**src/rtl/bwtd_pkg.sv**
```systemverilog
// Package for the inverse BWT block decoder: constants, codes and shared types.
// No dependencies.
`default_nettype none
package bwtd_pkg;
  localparam int unsigned BlockDepthDefault = 1048576;
  localparam int unsigned NumSymSlots = 257;
  localparam int unsigned NumSyms = 256;

  typedef enum logic [1:0] {
    ST_DATA   = 2'd0,
    ST_END    = 2'd1,
    ST_BADLEN = 2'd2,
    ST_BADIDX = 2'd3
  } status_e;

  localparam logic CMD_FEED = 1'b0;
  localparam logic CMD_PULL = 1'b1;

  // Queue entry between front and back parts.
  typedef struct packed {
    logic       cmd;
    logic [7:0] data;
  } item_t;
endpackage
`default_nettype wire

```
**src/rtl/bwtd_fifo.sv**
```systemverilog
// Two-entry queue decoupling the input channel from the decoder core.
// Depends on bwtd_pkg.
`default_nettype none
module bwtd_fifo
  import bwtd_pkg::*;
(
  input  wire   clk_i,
  input  wire   rst_ni,
  input  wire   in_valid_i,
  output logic  in_ready_o,
  input  item_t in_item_i,
  output logic  out_valid_o,
  input  wire   out_ready_i,
  output item_t out_item_o
);
  item_t      mem_q [2];
  logic       wp_q, rp_q;
  logic [1:0] cnt_q;
  logic       push, pop;

  assign in_ready_o  = (cnt_q != 2'd2);
  assign out_valid_o = (cnt_q != 2'd0);
  assign out_item_o  = mem_q[rp_q];
  assign push = in_valid_i && in_ready_o;
  assign pop  = out_valid_o && out_ready_i;

  // Payload storage.
  always_ff @(posedge clk_i) begin
    if (push) begin
      mem_q[wp_q] <= in_item_i;
    end
  end

  // Pointers and fill count.
  always_ff @(posedge clk_i or negedge rst_ni) begin
    if (!rst_ni) begin
      wp_q <= 1'b0;
      rp_q <= 1'b0;
      cnt_q <= 2'd0;
    end else begin
      if (push) wp_q <= ~wp_q;
      if (pop) rp_q <= ~rp_q;
      cnt_q <= cnt_q + {1'b0, push} - {1'b0, pop};
    end
  end
endmodule
`default_nettype wire

```
**config.mk**
```make
export PLATFORM = sky130hd
export DESIGN_NAME = bwtd_fifo
export DESIGN_NICKNAME = d
export VERILOG_FILES = /design/src/rtl/bwtd_pkg.sv /design/src/rtl/bwtd_fifo.sv
export SDC_FILE = /design/constraint.sdc
export NUM_CORES = 1
export LEC_CHECK = 0
export CAP_MARGIN = 15
export CELL_PAD_IN_SITES_DETAIL_PLACEMENT = 2
export CELL_PAD_IN_SITES_GLOBAL_PLACEMENT = 2
export CORE_AREA = 2 2 48 68
export DETAILED_ROUTE_END_ITERATION = 12
export DIE_AREA = 0 0 50 70
export DONT_BUFFER_PORTS = 1
export PLACE_DENSITY_LB_ADDON = 0.12
export SLEW_MARGIN = 20
export SYNTH_ARGS = -nofsm -noshare
export SYNTH_HDL_FRONTEND = slang
export SYNTH_SLANG_ARGS = --single-unit
```
**constraint.sdc**
```tcl
create_clock -name clk_i -period 2 [get_ports clk_i]
set_clock_uncertainty 0.1 [all_clocks]
set_input_delay 0.4 -clock clk_i [delete_from_list [all_inputs] [get_ports clk_i]]
set_output_delay 0.4 -clock clk_i [all_outputs]
set_load 0.02 [all_outputs]
```
==> results.sh, run 1 <==
export IMPL_wirelength_mm=1.45
export IMPL_tns_ns=0
export IMPL_io_buffer_count=0
export IMPL_postRouteAntennaNets=0
export IMPL_final_nets=69
export IMPL_grt_max_degree=14
export IMPL_fin_util_pct=33.7
export IMPL_min_period_ns=1.86
export IMPL_clock_path_buffers=2
export IMPL_hold_viol_final=0
export IMPL_cts_sinks=22
export IMPL_drt_initial_drc_count=10
export IMPL_h_tree_depth=1
export IMPL_p_total_uw=1630
export IMPL_hp_start="in_item_i[1]"
export IMPL_clk_latency_ns=0.25
export IMPL_cp_arrival_ns=1.94
export IMPL_dieArea_sq_um=3500
export IMPL_power_leakage_uw=0.000360
export IMPL_syn_inst=45
export IMPL_syn_area_per_cell_sq_um=18.8
export IMPL_drive_above_1_share_pct=17.0
export IMPL_crit_start="cnt_q[1]"
export IMPL_worstSetupPathType="reg -> reg"
export IMPL_vias_per_cell=4.24
export IMPL_powerDensity_nw_per_um2=1630
export IMPL_ys_warn_count=0
export IMPL_ys_seq_area_share_pct=75.7
export IMPL_synth_largest_area_cell="edfxtp_1"
export IMPL_tritoncts="done"
export IMPL_ios=24
export IMPL_cap_violations=0
export IMPL_wl_per_cell_microns=15.7
export IMPL_final_max_slew_violation_count=0
export IMPL_core_area_sq_um=2970
export IMPL_setup_viol=0
export IMPL_r2r_end="cnt_q[1]"
export IMPL_status="completed"
export IMPL_vdd_drop_max_v=0.000718
export IMPL_critPathRequiredTime_ns=2.08
export IMPL_drc=0
export IMPL_yosys_cell_types_count=14
export IMPL_cts_buffers=3
export IMPL_syn_num_nets=60
export IMPL_endpoint="cnt_q[1]"
export IMPL_synth_top_area_share_pct=63.9
export IMPL_r2r_setup_slack_ns=0.14
export IMPL_cp_max_fo=3
export IMPL_max_slew_margin_rel_pct=69.1
export IMPL_setup_worst_path_end_class="flop"
export IMPL_synth_seq_cells=22
export IMPL_post_dp_hpwl_mm=1.12
export IMPL_fin_crit_sh_pct=93.0
export IMPL_grt_overflow=0
export IMPL_ys_top_cells_by_area="edfxtp_1, mux2_1, dfrtp_1"
export IMPL_clkTransAtPathRegs_ns=0.08
export IMPL_reg2reg_depth=7
export IMPL_area_delta_synth_final_pct=18.3
export IMPL_antenna_found_initial=0
export IMPL_synth_area_sq_um=846
export IMPL_timing_fmax_mhz=538
export IMPL_via_count=390
export IMPL_rows=24
export IMPL_worstMarginPinSlew_ns=0.464
export IMPL_grt_use_total_pct=9.26
export IMPL_hold_class="in -> reg"
export IMPL_fillers=293
export IMPL_fp_dieH_microns=70
export IMPL_num_antenna_cells=0
export IMPL_rsz0062_at_grt="no"
export IMPL_die_x_microns=50
export IMPL_regToRegStartpoint="cnt_q[1]"
export IMPL_start_util_pct=28.5
export IMPL_dr_pass1_iters=4
export IMPL_grt_pass1_wl_mm=2.33
export IMPL_grt_pass1_vias=496
export IMPL_routabilityCongestion=0.710
export IMPL_start_kind="flop"
export IMPL_clock_root_buffer="clkbuf_8"
critical path, stage by stage (launching register included):
cell	delay, ns
dfrtp_1	0.41
or2_1	0.27
and2_4	0.18
ha_1	0.28
inv_1	0.04
ha_1	0.19
xnor2_1	0.18
xnor2_1	0.14
metal layers:
| layer | wire length [microns] | track usage (%) | up-vias |
|---|---|---|---|
| met2 | 860 | 17.0 | 19 |
| met5 | 0 | 0 | - |
| met3 | 110 | 3.21 | 2 |
| li1 | - | - | 178 |
| met4 | 10 | 4.63 | 0 |
| met1 | 463 | 8.73 | 191 |
Yosys cell counts, drive strengths merged:
library cell and count:
buf 1, mux2 9, and2 1, nand2 1
inv 1, ha 2, or2 1, nor2 1
nand2b 1, xnor2 3, edfxtp 18, xor2 1
dfrtp 4, and3 1
logic make-up after synthesis:
family,synth area share (%)
multiplexers,12.0
adder cells (fa/ha/maj),2.96
flip-flops,75.7
AND/OR/NAND/NOR,4.14
buffers and inverters,1.03
XOR/XNOR,4.14
final cells by class:
cell class	instances	area, sq um	share of cell area (%)
Sequential cell	22	641	64.0
Multi-Input combinational cell	21	196	19.6
Tap cell	39	48.8	4.87
Clock buffer	3	41.3	4.13
Timing Repair Buffer	5	40.0	4.00
Clock inverter	1	30.0	3.00
Inverter	1	3.75	0.375
stage by stage:
stage | std cells | hold WS [ns] | setup slack, ns | instance area (sq um)
after CTS | 92 | 0.128 | 0.0925 | 1000
after detailed placement | 87 | 0.00453 | 0.144 | 920
after floorplan | 45 | 0.00441 | 0.179 | 846
after global placement | 87 | 0.00453 | 0.267 | 920
after global routing | 92 | 0.117 | 0.0518 | 1000
final | 92 | 0.135 | 0.140 | 1000
sequential cells by signal (all words and copies together) (netlist names):
register and cells:
mem_q 18, cnt_q 2, rp_q 1, wp_q 1
worst min-delay path by stage:
stage,endpoint,cells after the start
after floorplan,cnt_q[0],0
after global placement,cnt_q[0],0
after detailed placement,wp_q,0
after CTS,mem_q[0][4],0
after global routing,mem_q[0][4],0
final,mem_q[0][1],0
cells in the final DEF, fill, tap and decap left out, drive strengths merged:
master	instances
and2	1
and3	1
buf	4
bufinv	1
clkbuf	3
dfrtp	4
dlygate4sd3	1
edfxtp	18
ha	2
inv	1
mux2	9
nand2	1
nand2b	1
nor2	1
or2	1
xnor2	3
xor2	1
repair_timing:
action | in CTS | in global routing
setup buffers | 0 | 0
hold endpoints to repair | 4 | 0
gates resized for setup | 0 | 0
hold buffers | 1 | 0
power breakdown:
part / internal (uW) / switching (uW)
Clock: 267 / 134
Sequential: 640 / 85.3
Combinational: 194 / 307
Total: 1100 / 527
Power figures use the tool's default switching activity.
==> run 2, diff against run 1 <==
--- a/config.mk
+++ b/config.mk
@@ -12,6 +12,7 @@
 export DETAILED_ROUTE_END_ITERATION = 12
 export DIE_AREA = 0 0 50 70
 export DONT_BUFFER_PORTS = 1
+export MAX_ROUTING_LAYER = met4
 export PLACE_DENSITY_LB_ADDON = 0.12
 export SLEW_MARGIN = 20
 export SYNTH_ARGS = -nofsm -noshare
==> run 2 against run 1 <==
Effect of this change: die area unchanged; flip-flop and latch count did not move; via count down 1.3%; routed wire length is 0.14% lower; largest power group unchanged; highest routed layer unchanged.
==> results.sh, run 2 (synthesized netlist as in run 1, its figures left out) <==
export IMPL_status="completed"
export IMPL_wirelength_mm=1.44
export IMPL_worstSetupPathType="reg -> reg"
export IMPL_grt_overflow=0
export IMPL_fin_crit_sh_pct=93.1
export IMPL_vias_per_cell=4.18
export IMPL_via_count=385
export IMPL_routabilityCongestion=0.718
export IMPL_setup_viol=0
export IMPL_grt_use_total_pct=9.56
export IMPL_fin_util_pct=33.7
export IMPL_antenna_found_initial=0
export IMPL_clock_path_buffers=2
export IMPL_most_common_layout_cells="edfxtp_1, mux2_1, dfrtp_1, buf_4"
export IMPL_grt_pass1_wl_mm=2.35
export IMPL_cts_sinks=22
export IMPL_timing_fmax_mhz=537
export IMPL_clk_latency_ns=0.25
export IMPL_num_antenna_cells=0
export IMPL_grt_max_degree=14
export IMPL_hold_buffers=1
export IMPL_ios=24
export IMPL_r2r_setup_slack_ns=0.14
export IMPL_tns_ns=0
export IMPL_powerDensity_nw_per_um2=1630
export IMPL_cts_resized=0
export IMPL_core_area_sq_um=2970
export IMPL_largest_reg_flops=18
export IMPL_drive_above_1_share_pct=17.0
export IMPL_critPathRequiredTime_ns=2.08
export IMPL_fillers=293
export IMPL_drt_initial_drc_count=10
export IMPL_clock_root_buffer="clkbuf_8"
export IMPL_reg_top3="mem_q x18, cnt_q x2"
export IMPL_tritoncts="done"
export IMPL_min_period_ns=1.86
export IMPL_cts_buffers=3
export IMPL_die_x_microns=50
export IMPL_cp_arrival_ns=1.94
export IMPL_cts_setup_buffers=0
export IMPL_worstMarginPinSlew_ns=0.464
export IMPL_postRouteAntennaNets=0
export IMPL_max_slew_margin_rel_pct=69.1
export IMPL_grt_pass1_vias=494
export IMPL_h_tree_depth=1
export IMPL_drc=0
export IMPL_rows=24
export IMPL_rsz0062_at_grt="no"
export IMPL_dieArea_sq_um=3500
export IMPL_power_leakage_uw=0.000360
export IMPL_post_dp_hpwl_mm=1.12
export IMPL_dr_pass1_iters=3
export IMPL_final_max_slew_violation_count=0
export IMPL_regMostFlops="mem_q"
export IMPL_io_buffer_count=0
export IMPL_start_util_pct=28.5
export IMPL_hold_class="in -> reg"
export IMPL_final_nets=69
export IMPL_wl_per_cell_microns=15.7
export IMPL_setup_worst_path_end_class="flop"
export IMPL_final_common_cell="edfxtp_1"
export IMPL_fp_dieH_microns=70
export IMPL_hold_viol_final=0
export IMPL_clkTransAtPathRegs_ns=0.08
export IMPL_cp_max_fo=3
export IMPL_vdd_drop_max_v=0.000716
export IMPL_start_kind="flop"
export IMPL_area_delta_synth_final_pct=18.3
export IMPL_cap_violations=0
-- run 2: cell counts in the layout (fill, tap and decap cells not counted) --
No cell type changed its count.
-- run 2: metrics by stage --
stage	std cells	worst slack, ns	power, uW	hold slack [ns]	instance area [sq um]
6_report	92	0.139	1630	0.136	1000
5_1_grt	92	0.0518	1710	0.117	1000
4_1_cts	92	0.0925	1660	0.128	1000
3_5_place_dp	87	0.144	1250	0.00453	920
3_3_place_gp	87	0.267	1200	0.00453	920
2_1_floorplan	45	0.179	1100	0.00441	846
-- run 2: final timing paths --
| path | startpoint | to | cells after the start |
|---|---|---|---|
| max | cnt_q[1] | cnt_q[1] | 7 |
| max in group asynchronous | rst_ni | rp_q | 1 |
| min reg2reg | cnt_q[0] | cnt_q[0] | 1 |
| min | in_item_i[1] | mem_q[0][1] | 0 |
| min in group asynchronous | rst_ni | wp_q | 1 |
| max reg2reg | cnt_q[1] | cnt_q[1] | 7 |
-- run 2: area by class of cell --
class	instances	area, sq um	share of cell area (%)
Sequential cell	22	641	64.0
Clock buffer	3	41.3	4.13
Multi-Input combinational cell	21	196	19.6
Timing Repair Buffer	5	40.0	4.00
Inverter	1	3.75	0.375
Clock inverter	1	30.0	3.00
Tap cell	39	48.8	4.87
-- run 2: critical path, cell delays in order (launching register included) --
cell and delay (ns):
dfrtp_1 0.41, or2_1 0.27, and2_4 0.18, ha_1 0.28, inv_1 0.04, ha_1 0.19, xnor2_1 0.18, xnor2_1 0.14
-- run 2: report_power, final --
part | internal (uW) | leakage (uW) | switching, uW | total (uW)
Clock | 267 | 0.0000357 | 134 | 401
Combinational | 194 | 0.000111 | 308 | 502
Sequential | 640 | 0.000214 | 85.9 | 726
-- run 2: layer usage --
metal  routed length, microns  share of wire, %  up-vias  GRT usage (%)
met2                      856                59       17           17.0
met4                       10              0.69        0           4.63
met1                      463                32      188           8.87
li1                         -                 -      178              -
met3                      112               7.8        2           3.21
met5                        0                 0        -              -
==> run 3, diff against run 2 <==
--- a/config.mk
+++ b/config.mk
@@ -9,11 +9,12 @@
 export CELL_PAD_IN_SITES_DETAIL_PLACEMENT = 2
 export CELL_PAD_IN_SITES_GLOBAL_PLACEMENT = 2
 export CORE_AREA = 2 2 48 68
+export CTS_CLUSTER_DIAMETER = 200
 export DETAILED_ROUTE_END_ITERATION = 12
 export DIE_AREA = 0 0 50 70
 export DONT_BUFFER_PORTS = 1
 export MAX_ROUTING_LAYER = met4
-export PLACE_DENSITY_LB_ADDON = 0.12
+export PLACE_DENSITY = 0.57
 export SLEW_MARGIN = 20
 export SYNTH_ARGS = -nofsm -noshare
 export SYNTH_HDL_FRONTEND = slang
==> run 3 against run 2 <==
Effect of this change: cell count down 1.1%; sequential share of layout area up 2.2 points; register-to-register slack better by 0.05 ns; largest power group unchanged; non-clock buffer count down 1; worst hold slack better by 0.00071 ns; largest cell class unchanged; routed wire length down 6.2%.
==> results.sh, run 3 (synthesized netlist as in run 1, its figures left out) <==
export IMPL_combPwrFrac_pct=32.3
export IMPL_worstSetupPathDepth=1
export IMPL_crit_start="rp_q"
export IMPL_grt_overflow=0
export IMPL_p_int_uw=965
export IMPL_dieArea_sq_um=3500
export IMPL_min_period_ns=1.84
export IMPL_start_util_pct=28.5
export IMPL_ios=24
export IMPL_vias_per_cell=4.25
export IMPL_via_count=387
export IMPL_cp_max_fo=10
export IMPL_core_area_sq_um=2970
export IMPL_reg2reg_depth=7
export IMPL_grt_use_total_pct=8.99
export IMPL_grt_pass1_wl_mm=2.24
export IMPL_drc=0
export IMPL_antenna_found_initial=0
export IMPL_cp_arrival_ns=1.34
export IMPL_fin_crit_sh_pct=92.1
export IMPL_hold_class="in -> reg"
export IMPL_drt_initial_drc_count=4
export IMPL_p_total_uw=1470
export IMPL_most_common_layout_cells="edfxtp_1, mux2_1, dfrtp_1"
export IMPL_final_common_cell="edfxtp_1"
export IMPL_regMostFlops="mem_q"
export IMPL_cap_violations=0
export IMPL_setup_viol=0
export IMPL_fillers=309
export IMPL_wl_per_cell_microns=14.9
export IMPL_regToRegStartpoint="cnt_q[1]"
export IMPL_pre_cts_ws_ns=0.185
export IMPL_largest_reg_flops=18
export IMPL_rows=24
export IMPL_cts_sinks=22
export IMPL_rsz0062_at_grt="no"
export IMPL_post_dp_hpwl_microns=999
export IMPL_final_max_slew_violation_count=0
export IMPL_cp_top_family="flip-flops"
export IMPL_wirelength_mm=1.35
export IMPL_drive_above_1_share_pct=13.5
export IMPL_status="completed"
export IMPL_cts_resized=0
export IMPL_p_sw_share_pct=34.3
export IMPL_vdd_drop_max_v=0.000511
export IMPL_area_delta_synth_final_pct=14.3
export IMPL_setup_worst_path_end_class="primary output"
export IMPL_grt_max_degree=13
export IMPL_io_buffer_count=0
export IMPL_final_nets=68
export IMPL_timing_fmax_mhz=543
export IMPL_postRouteAntennaNets=0
export IMPL_critPathRequiredTime_ns=1.50
export IMPL_tns_ns=0
export IMPL_powerDensity_nw_per_um2=1520
export IMPL_grt_pass1_vias=470
export IMPL_num_antenna_cells=0
export IMPL_h_tree_depth=1
export IMPL_r2r_end="cnt_q[1]"
export IMPL_postLayoutSetupSlackWorst_ns=0.158
export IMPL_clk_latency_ns=0.25
export IMPL_worstSetupPathType="reg -> out"
export IMPL_clkTransAtPathRegs_ns=0.08
export IMPL_endpoint="out_item_o[0]"
export IMPL_worstMarginPinSlew_ns=0.467
export IMPL_power_frac_clock_pct=18.4
export IMPL_reg_top3="mem_q x18, cnt_q x2"
export IMPL_dr_pass1_iters=2
export IMPL_clock_root_buffer="clkbuf_8"
export IMPL_tritoncts="done"
export IMPL_cp_num_buf_inv=0
export IMPL_switchingPower_uw=503
export IMPL_die_x_microns=50
export IMPL_max_slew_margin_rel_pct=68.9
export IMPL_power_leakage_uw=0.000342
export IMPL_clock_path_buffers=2
export IMPL_routabilityCongestion=0.696
export IMPL_cts_buffers=3
export IMPL_cp_slowest_cell="dfrtp_1"
export IMPL_pwr_share_seq_pct=49.2
export IMPL_start_kind="flop"
export IMPL_cp_cell_sequence="mux2_1"
export IMPL_slowest_delay_ns=0.62
export IMPL_hold_viol_final=0
export IMPL_fp_dieH_microns=70
export IMPL_r2r_setup_slack_ns=0.19
==> run 3: cell types whose count changed in the layout (fill, tap and decap cells not counted) <==
| cell | delta |
|---|---|
| clkbuf_1 | +1 |
| bufinv_16 | -1 |
| buf_4 | -1 |
==> run 3: per-layer routing <==
metal	share of wire [%]	GRT usage, %
met5	0	-
met4	1.8	6.48
met2	55	14.0
met3	7.5	2.78
met1	36	9.36
==> run 3: through the flow <==
stage                     instances  util, %  area, sq um  hold slack (ns)
after global placement           86     30.7          912          0.00454
final                            91     32.5          967            0.136
after detailed placement         86     30.7          912          0.00455
after floorplan                  45        -          846          0.00441
after global routing             91     32.5          967            0.123
after CTS                        91     32.5          967            0.132
==> run 3: worst register-to-register path, stage by stage, from the launching register on <==
cell and delay (ns):
dfrtp_1 0.41, or2_1 0.25, and2_4 0.17, ha_1 0.26
inv_1 0.04, ha_1 0.18, xnor2_1 0.18, xnor2_1 0.15
==> run 3: timing repair <==
| action | CTS | global route |
|---|---|---|
| setup buffers | 0 | 0 |
| hold endpoints to repair | 4 | 0 |
| hold buffers | 1 | 0 |
==> run 3: how the worst min path moves through the flow <==
stage / start / end / slack (ns) / cells after the start
after floorplan: rst_ni / cnt_q[0] / 0.004 / 0
after global placement: rst_ni / wp_q / 0.005 / 0
after global routing: in_item_i[1] / mem_q[1][1] / 0.12 / 0
final: in_item_i[7] / mem_q[1][7] / 0.14 / 0
after CTS: in_item_i[1] / mem_q[1][1] / 0.13 / 0
after detailed placement: rst_ni / rp_q / 0.005 / 0
==> run 3: power by group through the flow <==
stage	combinational [uW]	clock (uW)	sequential [uW]
global placement	475	0	729
global route	522	295	744
finish	475	271	722
CTS	490	280	728
detailed placement	484	0	738
floorplan	418	0	680
==> run 3: final cells by class <==
cell class / instances / area (sq um) / share of cell area [%]
clock buffer: 4 / 45.0 / 4.66
inverter: 1 / 3.75 / 0.388
multi-input combinational: 21 / 196 / 20.3
sequential: 22 / 641 / 66.2
tap: 39 / 48.8 / 5.05
timing repair buffer: 4 / 32.5 / 3.36
